**src/rtl/alpha_over_blend_assert.svh**
```systemverilog
// Assertion macros for the alpha over blend block.
// A clocked check with a reset that disables it, and a clocked check that also
// holds while reset is asserted.
`ifndef ALPHA_OVER_BLEND_ASSERT_SVH
`define ALPHA_OVER_BLEND_ASSERT_SVH
`ifndef SYNTHESIS
`define OBL_ASSERT(lbl, clk, rst_n, prop, msg) \
  lbl: assert property (@(posedge clk) disable iff (!(rst_n)) prop) else $error(msg);
`define OBL_ASSERT_ALWAYS(lbl, clk, prop, msg) \
  lbl: assert property (@(posedge clk) prop) else $error(msg);
`else
`define OBL_ASSERT(lbl, clk, rst_n, prop, msg)
`define OBL_ASSERT_ALWAYS(lbl, clk, prop, msg)
`endif
`endif

```
**src/rtl/obl_pkg.sv**
```systemverilog
package obl_pkg;

  localparam int unsigned ChanW    = 8;
  localparam int unsigned DvsW     = 16;
  localparam int unsigned NumW     = 24;
  localparam int unsigned NumLanes = 4;
  localparam int unsigned NumCells = 8;

  // Lane assignment of the result. The colour lanes run through the divider
  // row, the alpha lane is finished before it and only travels along.
  localparam int unsigned LaneRed   = 0;
  localparam int unsigned LaneGreen = 1;
  localparam int unsigned LaneBlue  = 2;
  localparam int unsigned LaneAlpha = 3;
  localparam int unsigned NumColour = 3;

  localparam logic [ChanW-1:0] ChanMax = 8'hFF;

  typedef struct packed {
    logic [ChanW-1:0] back_red;
    logic [ChanW-1:0] back_green;
    logic [ChanW-1:0] back_blue;
    logic [ChanW-1:0] back_alpha;
    logic [ChanW-1:0] front_red;
    logic [ChanW-1:0] front_green;
    logic [ChanW-1:0] front_blue;
    logic [ChanW-1:0] front_alpha;
  } pix_in_t;

  typedef struct packed {
    logic [ChanW-1:0] out_red;
    logic [ChanW-1:0] out_green;
    logic [ChanW-1:0] out_blue;
    logic [ChanW-1:0] out_alpha;
  } pix_out_t;

  // Partial state of the three colour divisions as it travels along the cell
  // row, together with the finished alpha.
  typedef struct packed {
    logic [NumColour-1:0][NumW-1:0] rem;
    logic [DvsW-1:0]                dvs;
    logic [NumLanes-1:0][ChanW-1:0] quo;
  } div_stage_t;

endpackage

```
**src/rtl/obl_pix_if.sv**
```systemverilog
interface obl_pix_in_if;
  import obl_pkg::*;

  logic    valid;
  logic    ready;
  pix_in_t data;

  modport source (output valid, output data, input ready);
  modport sink (input valid, input data, output ready);
endinterface

interface obl_pix_out_if;
  import obl_pkg::*;

  logic     valid;
  logic     ready;
  pix_out_t data;

  modport source (output valid, output data, input ready);
  modport sink (input valid, input data, output ready);
endinterface

```
**src/rtl/alpha_over_blend.sv**
```systemverilog
// Channel  Direction  Payload                                   Transfer when
// pix_i    in         back RGBA and front RGBA, 8 bits each     pix_i.valid && pix_i.ready
// pix_o    out        blended RGBA, 8 bits each                 pix_o.valid && pix_o.ready
//
// One pixel is taken every clock unless an output stall has backed up the stages;
// each pixel passes through two weighting stages and then the eight divider cells.
// The cell row produces one quotient bit per cell.
// Reset clears only the valid flags of the stages; payload registers hold junk.
// Every stage has its own valid flag and fills gaps, so a stall at the output
// only holds back pixels once the stages in front of it are all occupied.
`include "alpha_over_blend_assert.svh"

module alpha_over_blend (
  input  logic              clk_i,
  input  logic              rst_ni,
  obl_pix_in_if.sink        pix_i,
  obl_pix_out_if.source     pix_o
);
  import obl_pkg::*;

  // Index 0 is the output of the weighting stages, index NumCells the output
  // of the last divider cell.
  logic       cell_valid [NumCells+1];
  logic       cell_ready [NumCells+1];
  div_stage_t chain      [NumCells+1];

  // Terms for the checks at the end of the module.
  logic       rem_in_range;
  logic       row_full;

  // The weighting stages form the two weights, their sum D and the three
  // colour numerators. They hand over divisor D, or one for a transparent
  // foreground, together with the finished alpha, which is D divided by 255
  // with a shift and two additions.
  obl_prep u_prep (
    .clk_i   (clk_i),
    .rst_ni  (rst_ni),
    .valid_i (pix_i.valid),
    .ready_o (pix_i.ready),
    .data_i  (pix_i.data),
    .valid_o (cell_valid[0]),
    .ready_i (cell_ready[0]),
    .stage_o (chain[0])
  );

  // Each cell settles one quotient bit, most significant first. All quotients
  // stay below 256 because every numerator is at most 255 times its divisor.
  for (genvar k = 0; k < NumCells; k++) begin : g_cell
    obl_div_cell #(
      .BitIdx (NumCells - 1 - k)
    ) u_cell (
      .clk_i   (clk_i),
      .rst_ni  (rst_ni),
      .valid_i (cell_valid[k]),
      .ready_o (cell_ready[k]),
      .stage_i (chain[k]),
      .valid_o (cell_valid[k+1]),
      .ready_i (cell_ready[k+1]),
      .stage_o (chain[k+1])
    );
  end

  assign cell_ready[NumCells] = pix_o.ready;
  assign pix_o.valid          = cell_valid[NumCells];

  assign pix_o.data.out_red   = chain[NumCells].quo[LaneRed];
  assign pix_o.data.out_green = chain[NumCells].quo[LaneGreen];
  assign pix_o.data.out_blue  = chain[NumCells].quo[LaneBlue];
  assign pix_o.data.out_alpha = chain[NumCells].quo[LaneAlpha];

  assign rem_in_range = (chain[NumCells].rem[LaneRed]   < NumW'(chain[NumCells].dvs))
                     && (chain[NumCells].rem[LaneGreen] < NumW'(chain[NumCells].dvs))
                     && (chain[NumCells].rem[LaneBlue]  < NumW'(chain[NumCells].dvs));

  assign row_full = cell_valid[1] && cell_valid[2] && cell_valid[3] && cell_valid[4]
                 && cell_valid[5] && cell_valid[6] && cell_valid[7] && cell_valid[8];

  // Every division must have finished with a remainder below its divisor.
  `OBL_ASSERT(a_rem_below_dvs, clk_i, rst_ni, pix_o.valid |-> rem_in_range, "divider row left a remainder not below its divisor")
  // A stalled output with a full row must hold back the weighting stages.
  `OBL_ASSERT(a_full_row_stall, clk_i, rst_ni, (row_full && !pix_o.ready) |-> !cell_ready[0], "cell row took a transfer while full and stalled")
  // No result may be offered while reset is held.
  `OBL_ASSERT_ALWAYS(a_reset_quiet, clk_i, !rst_ni |-> !pix_o.valid, "result offered during reset")

endmodule

```
**src/rtl/obl_prep.sv**
```systemverilog
module obl_prep (
  input  logic                 clk_i,
  input  logic                 rst_ni,
  input  logic                 valid_i,
  output logic                 ready_o,
  input  obl_pkg::pix_in_t     data_i,
  output logic                 valid_o,
  input  logic                 ready_i,
  output obl_pkg::div_stage_t  stage_o
);
  import obl_pkg::*;

  typedef struct packed {
    logic [DvsW-1:0]                 bw;
    logic [DvsW-1:0]                 fw;
    logic [DvsW-1:0]                 dsum;
    logic                            fa_zero;
    logic [NumColour-1:0][ChanW-1:0] back;
    logic [NumColour-1:0][ChanW-1:0] front;
  } weight_t;

  logic       w_valid_q, s_valid_q;
  logic       w_ready, s_ready;
  weight_t    w_d, w_q;
  div_stage_t s_d, s_q;

  assign s_ready = !s_valid_q || ready_i;
  assign w_ready = !w_valid_q || s_ready;
  assign ready_o = w_ready;

  // First stage: the two alpha weights and their sum.
  always_comb begin
    w_d.bw      = DvsW'(data_i.back_alpha) * DvsW'(ChanMax - data_i.front_alpha);
    w_d.fw      = DvsW'(ChanMax) * DvsW'(data_i.front_alpha);
    w_d.dsum    = DvsW'({1'b0, w_d.bw} + {1'b0, w_d.fw});
    w_d.fa_zero = (data_i.front_alpha == '0);
    w_d.back[LaneRed]    = data_i.back_red;
    w_d.back[LaneGreen]  = data_i.back_green;
    w_d.back[LaneBlue]   = data_i.back_blue;
    w_d.front[LaneRed]   = data_i.front_red;
    w_d.front[LaneGreen] = data_i.front_green;
    w_d.front[LaneBlue]  = data_i.front_blue;
  end

  // Second stage: weighted numerators. A transparent foreground divides the
  // background channel by one, so it passes unchanged. The alpha is D over
  // 255; as D never exceeds 65025, that equals (D + (D >> 8) + 1) >> 8.
  always_comb begin
    logic [DvsW:0] alpha_sum;
    for (int l = 0; l < NumColour; l++) begin
      if (w_q.fa_zero) begin
        s_d.rem[l] = NumW'(w_q.back[l]);
      end else begin
        s_d.rem[l] = NumW'(NumW'(w_q.back[l]) * NumW'(w_q.bw))
                   + NumW'(NumW'(w_q.front[l]) * NumW'(w_q.fw));
      end
    end
    s_d.dvs = w_q.fa_zero ? DvsW'(1) : w_q.dsum;
    alpha_sum = {1'b0, w_q.dsum} + (DvsW+1)'(w_q.dsum >> ChanW) + (DvsW+1)'(1);
    s_d.quo = '0;
    s_d.quo[LaneAlpha] = alpha_sum[ChanW +: ChanW];
  end

  always_ff @(posedge clk_i or negedge rst_ni) begin
    if (!rst_ni) begin
      w_valid_q <= 1'b0;
      s_valid_q <= 1'b0;
    end else begin
      if (w_ready) w_valid_q <= valid_i;
      if (s_ready) s_valid_q <= w_valid_q;
    end
  end

  always_ff @(posedge clk_i) begin
    if (w_ready && valid_i) w_q <= w_d;
    if (s_ready && w_valid_q) s_q <= s_d;
  end

  assign valid_o = s_valid_q;
  assign stage_o = s_q;

endmodule

```
**src/rtl/obl_div_cell.sv**
```systemverilog
module obl_div_cell #(
  parameter int unsigned BitIdx = 0
) (
  input  logic                 clk_i,
  input  logic                 rst_ni,
  input  logic                 valid_i,
  output logic                 ready_o,
  input  obl_pkg::div_stage_t  stage_i,
  output logic                 valid_o,
  input  logic                 ready_i,
  output obl_pkg::div_stage_t  stage_o
);
  import obl_pkg::*;

  logic       valid_q;
  div_stage_t stage_d, stage_q;

  assign ready_o = !valid_q || ready_i;

  // One restoring step per colour lane: try to take the shifted divisor away.
  always_comb begin
    logic [NumW-1:0] shift_w;
    logic            take;
    stage_d = stage_i;
    for (int l = 0; l < NumColour; l++) begin
      shift_w = NumW'(stage_i.dvs) << BitIdx;
      take    = (stage_i.rem[l] >= shift_w);
      if (take) stage_d.rem[l] = stage_i.rem[l] - shift_w;
      stage_d.quo[l][BitIdx] = take;
    end
  end

  always_ff @(posedge clk_i or negedge rst_ni) begin
    if (!rst_ni) begin
      valid_q <= 1'b0;
    end else if (ready_o) begin
      valid_q <= valid_i;
    end
  end

  always_ff @(posedge clk_i) begin
    if (ready_o && valid_i) stage_q <= stage_d;
  end

  assign valid_o = valid_q;
  assign stage_o = stage_q;

endmodule

```
**src/flat_wrapper.sv**
```systemverilog
// flat-port wrapper written by rule: the top's interface ports become plain ports
module alpha_over_blend_flat import obl_pkg::*;
  (clk_i, rst_ni, pix_i_valid, pix_i_data, pix_i_ready, pix_o_valid, pix_o_data, pix_o_ready);
  obl_pix_in_if pix_i_i ();
  obl_pix_out_if pix_o_i ();
  input  logic clk_i;
  input  logic rst_ni;
  input wire logic [$bits(pix_i_i.valid)-1:0] pix_i_valid;
  input wire logic [$bits(pix_i_i.data)-1:0] pix_i_data;
  output wire logic [$bits(pix_i_i.ready)-1:0] pix_i_ready;
  output wire logic [$bits(pix_o_i.valid)-1:0] pix_o_valid;
  output wire logic [$bits(pix_o_i.data)-1:0] pix_o_data;
  input wire logic [$bits(pix_o_i.ready)-1:0] pix_o_ready;
  assign pix_i_i.valid = pix_i_valid;
  assign pix_i_i.data = pix_i_data;
  assign pix_i_ready = pix_i_i.ready;
  assign pix_o_valid = pix_o_i.valid;
  assign pix_o_data = pix_o_i.data;
  assign pix_o_i.ready = pix_o_ready;
  alpha_over_blend u_core (.clk_i(clk_i), .rst_ni(rst_ni), .pix_i(pix_i_i), .pix_o(pix_o_i));
endmodule
```
**config.mk**
```make
export PLATFORM = sky130hd
export DESIGN_NAME = alpha_over_blend_flat
export DESIGN_NICKNAME = d
export VERILOG_FILES = /design/src/rtl/obl_pkg.sv /design/src/rtl/obl_pix_if.sv /design/src/rtl/alpha_over_blend.sv /design/src/rtl/obl_prep.sv /design/src/rtl/obl_div_cell.sv /design/src/flat_wrapper.sv
export VERILOG_INCLUDE_DIRS = /design/src /design/src/rtl
export SDC_FILE = /design/constraint.sdc
export NUM_CORES = 2
export LEC_CHECK = 0
export BUFFER_PORTS_ARGS = -buffer_cell sky130_fd_sc_hd__buf_2
export CORE_UTILIZATION = 45
export CTS_CLUSTER_SIZE = 24
export DETAILED_ROUTE_END_ITERATION = 10
export PLACE_DENSITY = 0.69
export SYNTH_ARGS = -nofsm -noshare
export SYNTH_HDL_FRONTEND = slang
export SYNTH_SLANG_ARGS = --single-unit
```
**constraint.sdc**
```tcl
create_clock -name clk_i -period 6.6 [get_ports clk_i]
set_input_delay 0.66 -clock clk_i [delete_from_list [all_inputs] [get_ports clk_i]]
set_output_delay 0.66 -clock clk_i [all_outputs]
set_load 0.01 [all_outputs]
```
# Yosys cells after proc, flatten, opt, wreduce, memory -nomap -nowiden
# Cells that the tools add are included.
# Widths: inputs -> output; s select.
[word_totals]
reg_bits = 991
inputBits = 68
elab_cells = 203
output_inout_bits = 34
[op_classes]
reduce_logical = 31
n_lt_le_gt_ge = 24
n_addsub = 28
n_mul = 8
muxes = 24
[op_table]
columns = ["op", "n"]
rows = [
  ["$mux 24", 21],
  ["$mul 8x16->24", 6],
  ["$add 24x24->24", 3],
  ["$ge 24x16->1", 3],
  ["$ge 24x17->1", 3],
  ["$ge 24x18->1", 3],
  ["$ge 24x19->1", 3],
  ["$ge 24x20->1", 3],
  ["$ge 24x21->1", 3],
  ["$ge 24x22->1", 3],
  ["$ge 24x23->1", 3],
  ["$sub 24x17->24", 3],
  ["$sub 24x18->24", 3],
  ["$sub 24x19->24", 3],
  ["$sub 24x20->24", 3],
  ["$sub 24x21->24", 3],
  ["$sub 24x22->24", 3],
  ["$sub 24x23->24", 3],
  ["$mux 8", 3],
  ["$add 16x1->16 const B", 1],
  ["$add 16x16->16", 1],
  ["$add 16x8->16", 1],
  ["$mul 8x8->16 const A", 1],
  ["$mul 9x9->16", 1],
  ["other kinds (5)", 32],
]

# Depth between registers and ports, before layout
[depth]
depth_word = 12
ltp_mapped = 24
mapped_depth_nobuf = 24

# By module
# A second synthesis with hierarchy kept.
[hier_totals]
cells_unflattened = 8578
area_unflattened_um2 = 91293.8
[by_module_without_submodules]
columns = ["module", "instances", "area_each_um2", "cells_per_inst", "seq_area_each_um2"]
rows = [
  ["obl_prep", 1, 35330.1, 3652, 5845.6],
  ["obl_div_cell (u_core.g_cell[4].u_cell)", 1, 7164.4, 644, 3628.5],
  ["obl_div_cell (u_core.g_cell[7].u_cell)", 1, 7145.6, 653, 3628.5],
  ["obl_div_cell (u_core.g_cell[5].u_cell)", 1, 7129.3, 644, 3628.5],
  ["obl_div_cell (u_core.g_cell[6].u_cell)", 1, 7084.3, 628, 3628.5],
  ["obl_div_cell (u_core.g_cell[1].u_cell)", 1, 6975.4, 597, 3628.5],
  ["obl_div_cell (u_core.g_cell[3].u_cell)", 1, 6962.9, 625, 3628.5],
  ["obl_div_cell (u_core.g_cell[2].u_cell)", 1, 6774.0, 586, 3628.5],
  ["obl_div_cell (u_core.g_cell[0].u_cell)", 1, 6727.7, 549, 3628.5],
]

# Worst setup path before layout
# Ideal clock, no wire load.
[synth_path]
kind = "input -> register"
start = "in pix_o_ready"
end = "reg u_core.g_cell[3].u_cell.stage_q (netlist bit u_core.g_cell[3].u_cell.stage_o[100]) (enable)"
setup_ns = 0.589
path_stages = 4
t_required_ns = 6.011
slack_ns = 0.320
path_buffers = 0
arrival_time_ns = 5.691
cell_sequence = "nor2b_1 nand3_1 nor2_1 nor2b_1"
[synth_via]
elab_chain_len = 6
[synth_lines]
columns = ["item", "line", "rtl"]
rows = [
  ["start, declared", "flat_wrapper.sv:13", "input wire logic [$bits(pix_o_i.ready)-1:0] pix_o_ready;"],
  ["$logic_or 1x1->1 (5 in a row)", "obl_div_cell.sv:18", "assign ready_o = !valid_q || ready_i;"],
  ["$logic_and 1x1->1", "obl_div_cell.sv:42", "if (ready_o && valid_i) stage_q <= stage_d;"],
  ["end signal, assigned", "obl_div_cell.sv:42", ""],
  ["end, declared", "obl_div_cell.sv:16", "div_stage_t stage_d, stage_q;"],
]
# Every way passes these cells.
# A chain may end at the register's enable or synchronous reset.

# Worst setup path after layout
[layout_path]
start = "reg u_core.u_prep.w_q[72] in the netlist's numbering"
end = "reg u_core.u_prep.s_q (netlist bit u_core.u_prep.stage_o[71]), data pin"
[layout_via]
elab_chain_len = 2
[layout_lines]
columns = ["item", "line", "rtl"]
rows = [
  ["start, declared", "obl_prep.sv:24", "weight_t w_d, w_q;"],
  ["start signal, assigned", "obl_prep.sv:75", "if (w_ready && valid_i) w_q <= w_d;"],
  ["$mul 8x16->24", "obl_prep.sv:55", "+ NumW'(NumW'(w_q.front[l]) * NumW'(w_q.fw));"],
  ["$add 24x24->24", "obl_prep.sv:55", ""],
  ["end signal, assigned", "obl_prep.sv:76", "if (s_ready && w_valid_q) s_q <= s_d;"],
  ["end, declared", "obl_prep.sv:25", "div_stage_t s_d, s_q;"],
]
# Every way passes these cells.

==> impl_summary.txt <==
----------------------------------------------------
[Place]
  Routability congestion estimate ... approximately 1.1
  Detailed placement HPWL ... 167000 µm
  Total instance count after detailed placement ... ~10k
  PortBufs ... slightly above 100
  Pre-CTS worst setup slack ... around 0.12 ns

[Synthesis]
  Post-synthesis sequential area ratio ... a little over a third
  Synthesized net count ... 9188
  Register bit total from synthesis ... 991
  Gate count of the mapped netlist ... between 7k and 8k
  Ranking of synthesized cells by area ... sky130_fd_sc_hd__edfxtp_1, sky130_fd_sc_hd__fa_1, sky130_fd_sc_hd__ha_1
  Share of Yosys cell area claimed by the top area cell type ... 36.2%
  Netlist cell types ... 88
  Count of flip-flops with a built-in enable after synthesis ... about 980
  Cell Area, Synth ... 0.0814 mm²
  Avg Cell Area, Syn ... between 10 and 15 µm²
  Share of synthesized registers carrying an async set or reset ... around 1.0%
  Most used DFF post-synth ... sky130_fd_sc_hd__edfxtp_1
  Most area-hungry cell type in the Yosys netlist ... sky130_fd_sc_hd__edfxtp_1
  Number of synthesis warnings ... 0

[Cells and area]
  Antenna cells ... 0
  Layout fillers ... 16.0k
  Commonest non-fill, non-tap cell in the layout ... sky130_fd_sc_hd__inv_1
  Fraction of final layout cells sized beyond drive strength 1 ... 7.64%
  Non-filler instance count after layout ... 10.3k
  Commonest cells after routing, fill and taps aside ... sky130_fd_sc_hd__inv_1, sky130_fd_sc_hd__edfxtp_1, sky130_fd_sc_hd__nand2_1
  Number of nets in the layout ... ~9.3k
  Area growth from synthesis to layout ... 9.56%

[STA]
  Minimum setup slack in the final design ... 0.202 ns
  Total Negative Setup Slacks ... 0 ns
  Ratio of final minimum period to clock period ... 96.9%
  Transition time at the pin with the least slew margin ... 1.22 ns
  Maximum clock frequency ... about 160 MHz
  Final slew viol count ... 0
  Final-report setup violation count ... 0
  Slew HR ... 18.8%
  RSZ-0062 raised after global routing ... no
  Final Hold Violating Endpoints ... 0
  Setup clock skew after layout ... ~0.055 ns
  Minimum period implied by the final worst setup slack ... approximately 6.4 ns
  Worst hold margin ... roughly 0.096 ns

[Global route]
  Pin count of the biggest net entering global routing ... about 120
  Via count of the first global-routing pass ... 56.6k
  Fraction of met1 tracks used by global routing ... between 20% and 30%
  Initial antenna violation count ... 1
  Met3 Track Usage GR ... approximately 2.5%
  Global Route Usage Sum ... around 23%
  Global-route track usage on met2 ... between 40% and 50%
  Grt total ovfl ... 0
  Busiest layer in global routing ... met2
  Wire length of the first global-routing pass ... about 320000 µm

[Drt]
  Routed wire length per instance ... around 20 µm
  Antenna-violating nets left ... 0
  Remaining DRCs ... 0
  Number of detailed-route iterations in the first pass ... 6
  Routed via count ... between 50k and 60k
  WL final ... 205000 µm
  Detailed Route Iter0 Violations ... around 3.6k
  Vias per std cell ... approximately 5.4

[Critical path]
  Critical Path Sink Type ... register
  Largest fanout of any net on the critical path ... 8
  Type of the worst setup path ... register to register
  Data arrival time of the critical path ... about 7 ns
  Startpoint type of the worst setup path ... register
  Required time of the critical path ... between 7 and 8 ns

[Floorplan]
  DIE WIDTH ... approximately 430 µm
  Num rows ... about 160
  Number of primary I/O pins ... around 100
  Core Area ... 0.179 mm²
  Height of the die ... ~430 µm
  Starting density of the core ... ~45%
  Area enclosed by the die boundary ... 0.183 mm²

[Clock network]
  Clock Pin Slew Worst Setup and Hold Paths ... 0.07 ns
  Clock tree from TritonCTS ... built
  CTS Buffer Depth ... 3
  Number of sinks handled by clock tree synthesis ... around 990
  Worst skew pair latency ... 0.78 ns
  Number of H-tree branching levels ... 3
  CTS root buffer ... sky130_fd_sc_hd__clkbuf_16
  TritonCTS Buffers ... between 100 and 150

[Run status]
  Result of the run ... finished clean

[Flow run]
  Max Cap Viol ... 0

[Hold path]
  Tightest Hold Check Type ... primary input to register

----------------------------------------------------
==> state kept, by name, summed over array words and instances (netlist names) <==
name                          cells
u_core.u_prep.stage_o            96
u_core.g_cell.u_cell.stage_o    788
u_core.u_prep.w_valid_q           1
u_core.g_cell.u_cell.valid_o      8
u_core.u_prep.w_q                97
u_core.u_prep.valid_o             1
==> synthesized netlist by cell type, types with 108 or more instances <==
library cell,number
sky130_fd_sc_hd__edfxtp_1,981
sky130_fd_sc_hd__inv_1,1063
sky130_fd_sc_hd__o21ai_0,328
sky130_fd_sc_hd__nor2b_1,124
sky130_fd_sc_hd__a21oi_1,389
sky130_fd_sc_hd__a21o_1,170
sky130_fd_sc_hd__nand2_1,814
sky130_fd_sc_hd__xor2_1,179
sky130_fd_sc_hd__xnor2_1,254
sky130_fd_sc_hd__clkbuf_1,175
sky130_fd_sc_hd__and2_1,361
sky130_fd_sc_hd__fa_1,707
sky130_fd_sc_hd__nor2_1,367
sky130_fd_sc_hd__nor3_1,108
sky130_fd_sc_hd__ha_1,694
==> layout make-up <==
| cell class | instances | area, µm² | share of cell area (%) |
|---|---|---|---|
| multi-input cells | 5426 | 46800 | 52.4 |
| flip-flops and latches | 991 | 29700 | 33.3 |
| inverters | 1066 | 4000 | 4.48 |
| well taps | 2355 | 2950 | 3.30 |
| clock buffers | 124 | 2810 | 3.14 |
| repair buffers | 264 | 2040 | 2.29 |
| clock inverters | 83 | 925 | 1.04 |
==> final timing paths <==
check / start / endpoint / slack (ns) / cells past startpoint
max: u_core.u_prep.w_q[72] / u_core.u_prep.stage_o[71] / 0.20 / 21
min: pix_i_data[63] / u_core.u_prep.w_q[31] / 0.1 / 1
max reg2reg: u_core.u_prep.w_q[72] / u_core.u_prep.stage_o[71] / 0.20 / 21
min reg2reg: u_core.g_cell[6].u_cell.stage_o[5] / u_core.g_cell[7].u_cell.stage_o[5] / 0.38 / 0
max in group asynchronous: rst_ni / u_core.g_cell[1].u_cell.valid_o / 6.08 / 2
min in group asynchronous: rst_ni / u_core.g_cell[2].u_cell.valid_o / 0.30 / 2
==> stage by stage <==
step | utilization (%) | cell area, µm²
6_report | 49.8 | 89200
5_1_grt | 49.8 | 89200
4_1_cts | 49.7 | 89000
3_5_place_dp | 47.7 | 85300
3_3_place_gp | 47.7 | 85300
2_1_floorplan | - | 81400
==> worst max-delay path, cell delays in order (launching register included) <==
cell                        delay [ns]
sky130_fd_sc_hd__edfxtp_1         0.54
sky130_fd_sc_hd__buf_4            0.23
sky130_fd_sc_hd__nand2_1          0.08
sky130_fd_sc_hd__fa_1             0.56
sky130_fd_sc_hd__inv_1            0.06
sky130_fd_sc_hd__fa_1             0.56
sky130_fd_sc_hd__fa_1             0.43
sky130_fd_sc_hd__fa_1             0.47
sky130_fd_sc_hd__fa_1             0.50
sky130_fd_sc_hd__inv_1            0.05
sky130_fd_sc_hd__fa_1             0.49
sky130_fd_sc_hd__inv_1            0.05
sky130_fd_sc_hd__ha_1             0.33
sky130_fd_sc_hd__a21o_1           0.21
sky130_fd_sc_hd__a2111oi_0        0.37
sky130_fd_sc_hd__o21ai_0          0.22
sky130_fd_sc_hd__a211oi_1         0.29
sky130_fd_sc_hd__o21ai_0          0.12
sky130_fd_sc_hd__a21oi_1          0.22
sky130_fd_sc_hd__o2bb2ai_1        0.16
sky130_fd_sc_hd__xnor2_1          0.13
sky130_fd_sc_hd__nor2_1           0.06
==> cells by family (layout without fill, tap and decap cells) <==
| kind of cell | count (synthesis) | count (layout) | share of synthesized area [%] |
|---|---|---|---|
| xor+xnor | 433 | 433 | 4.66 |
| mux | 107 | 107 | 1.45 |
| flops | 991 | 991 | 36.5 |
| simple gates | 2189 | 2189 | 13.1 |
| buf+inv | 1302 | 1537 | 6.19 |
| compound gates | 1295 | 1295 | 10.0 |
| other cells | 1 | 1 | 0.00461 |
| fa+ha+maj | 1401 | 1401 | 28.0 |
==> repair_timing <==
item	CTS	global route
setup buffers	0	13
hold buffers	1	0
endpoints found under the setup margin	0	10
gates resized for setup	0	5
hold endpoints to repair	10	0
==> routing by layer <==
| metal | up-vias | share of wire, % |
|---|---|---|
| met3 | 460 | 3.8 |
| met4 | 0 | 6.8 |
| met1 | 26968 | 39 |
| met5 | - | 0 |
| met2 | 1449 | 50 |
| li1 | 26456 | - |
Power is left out: the tool's default activity adds up to more than one toggle a clock period on the data nets, which glitch-free logic cannot reach.
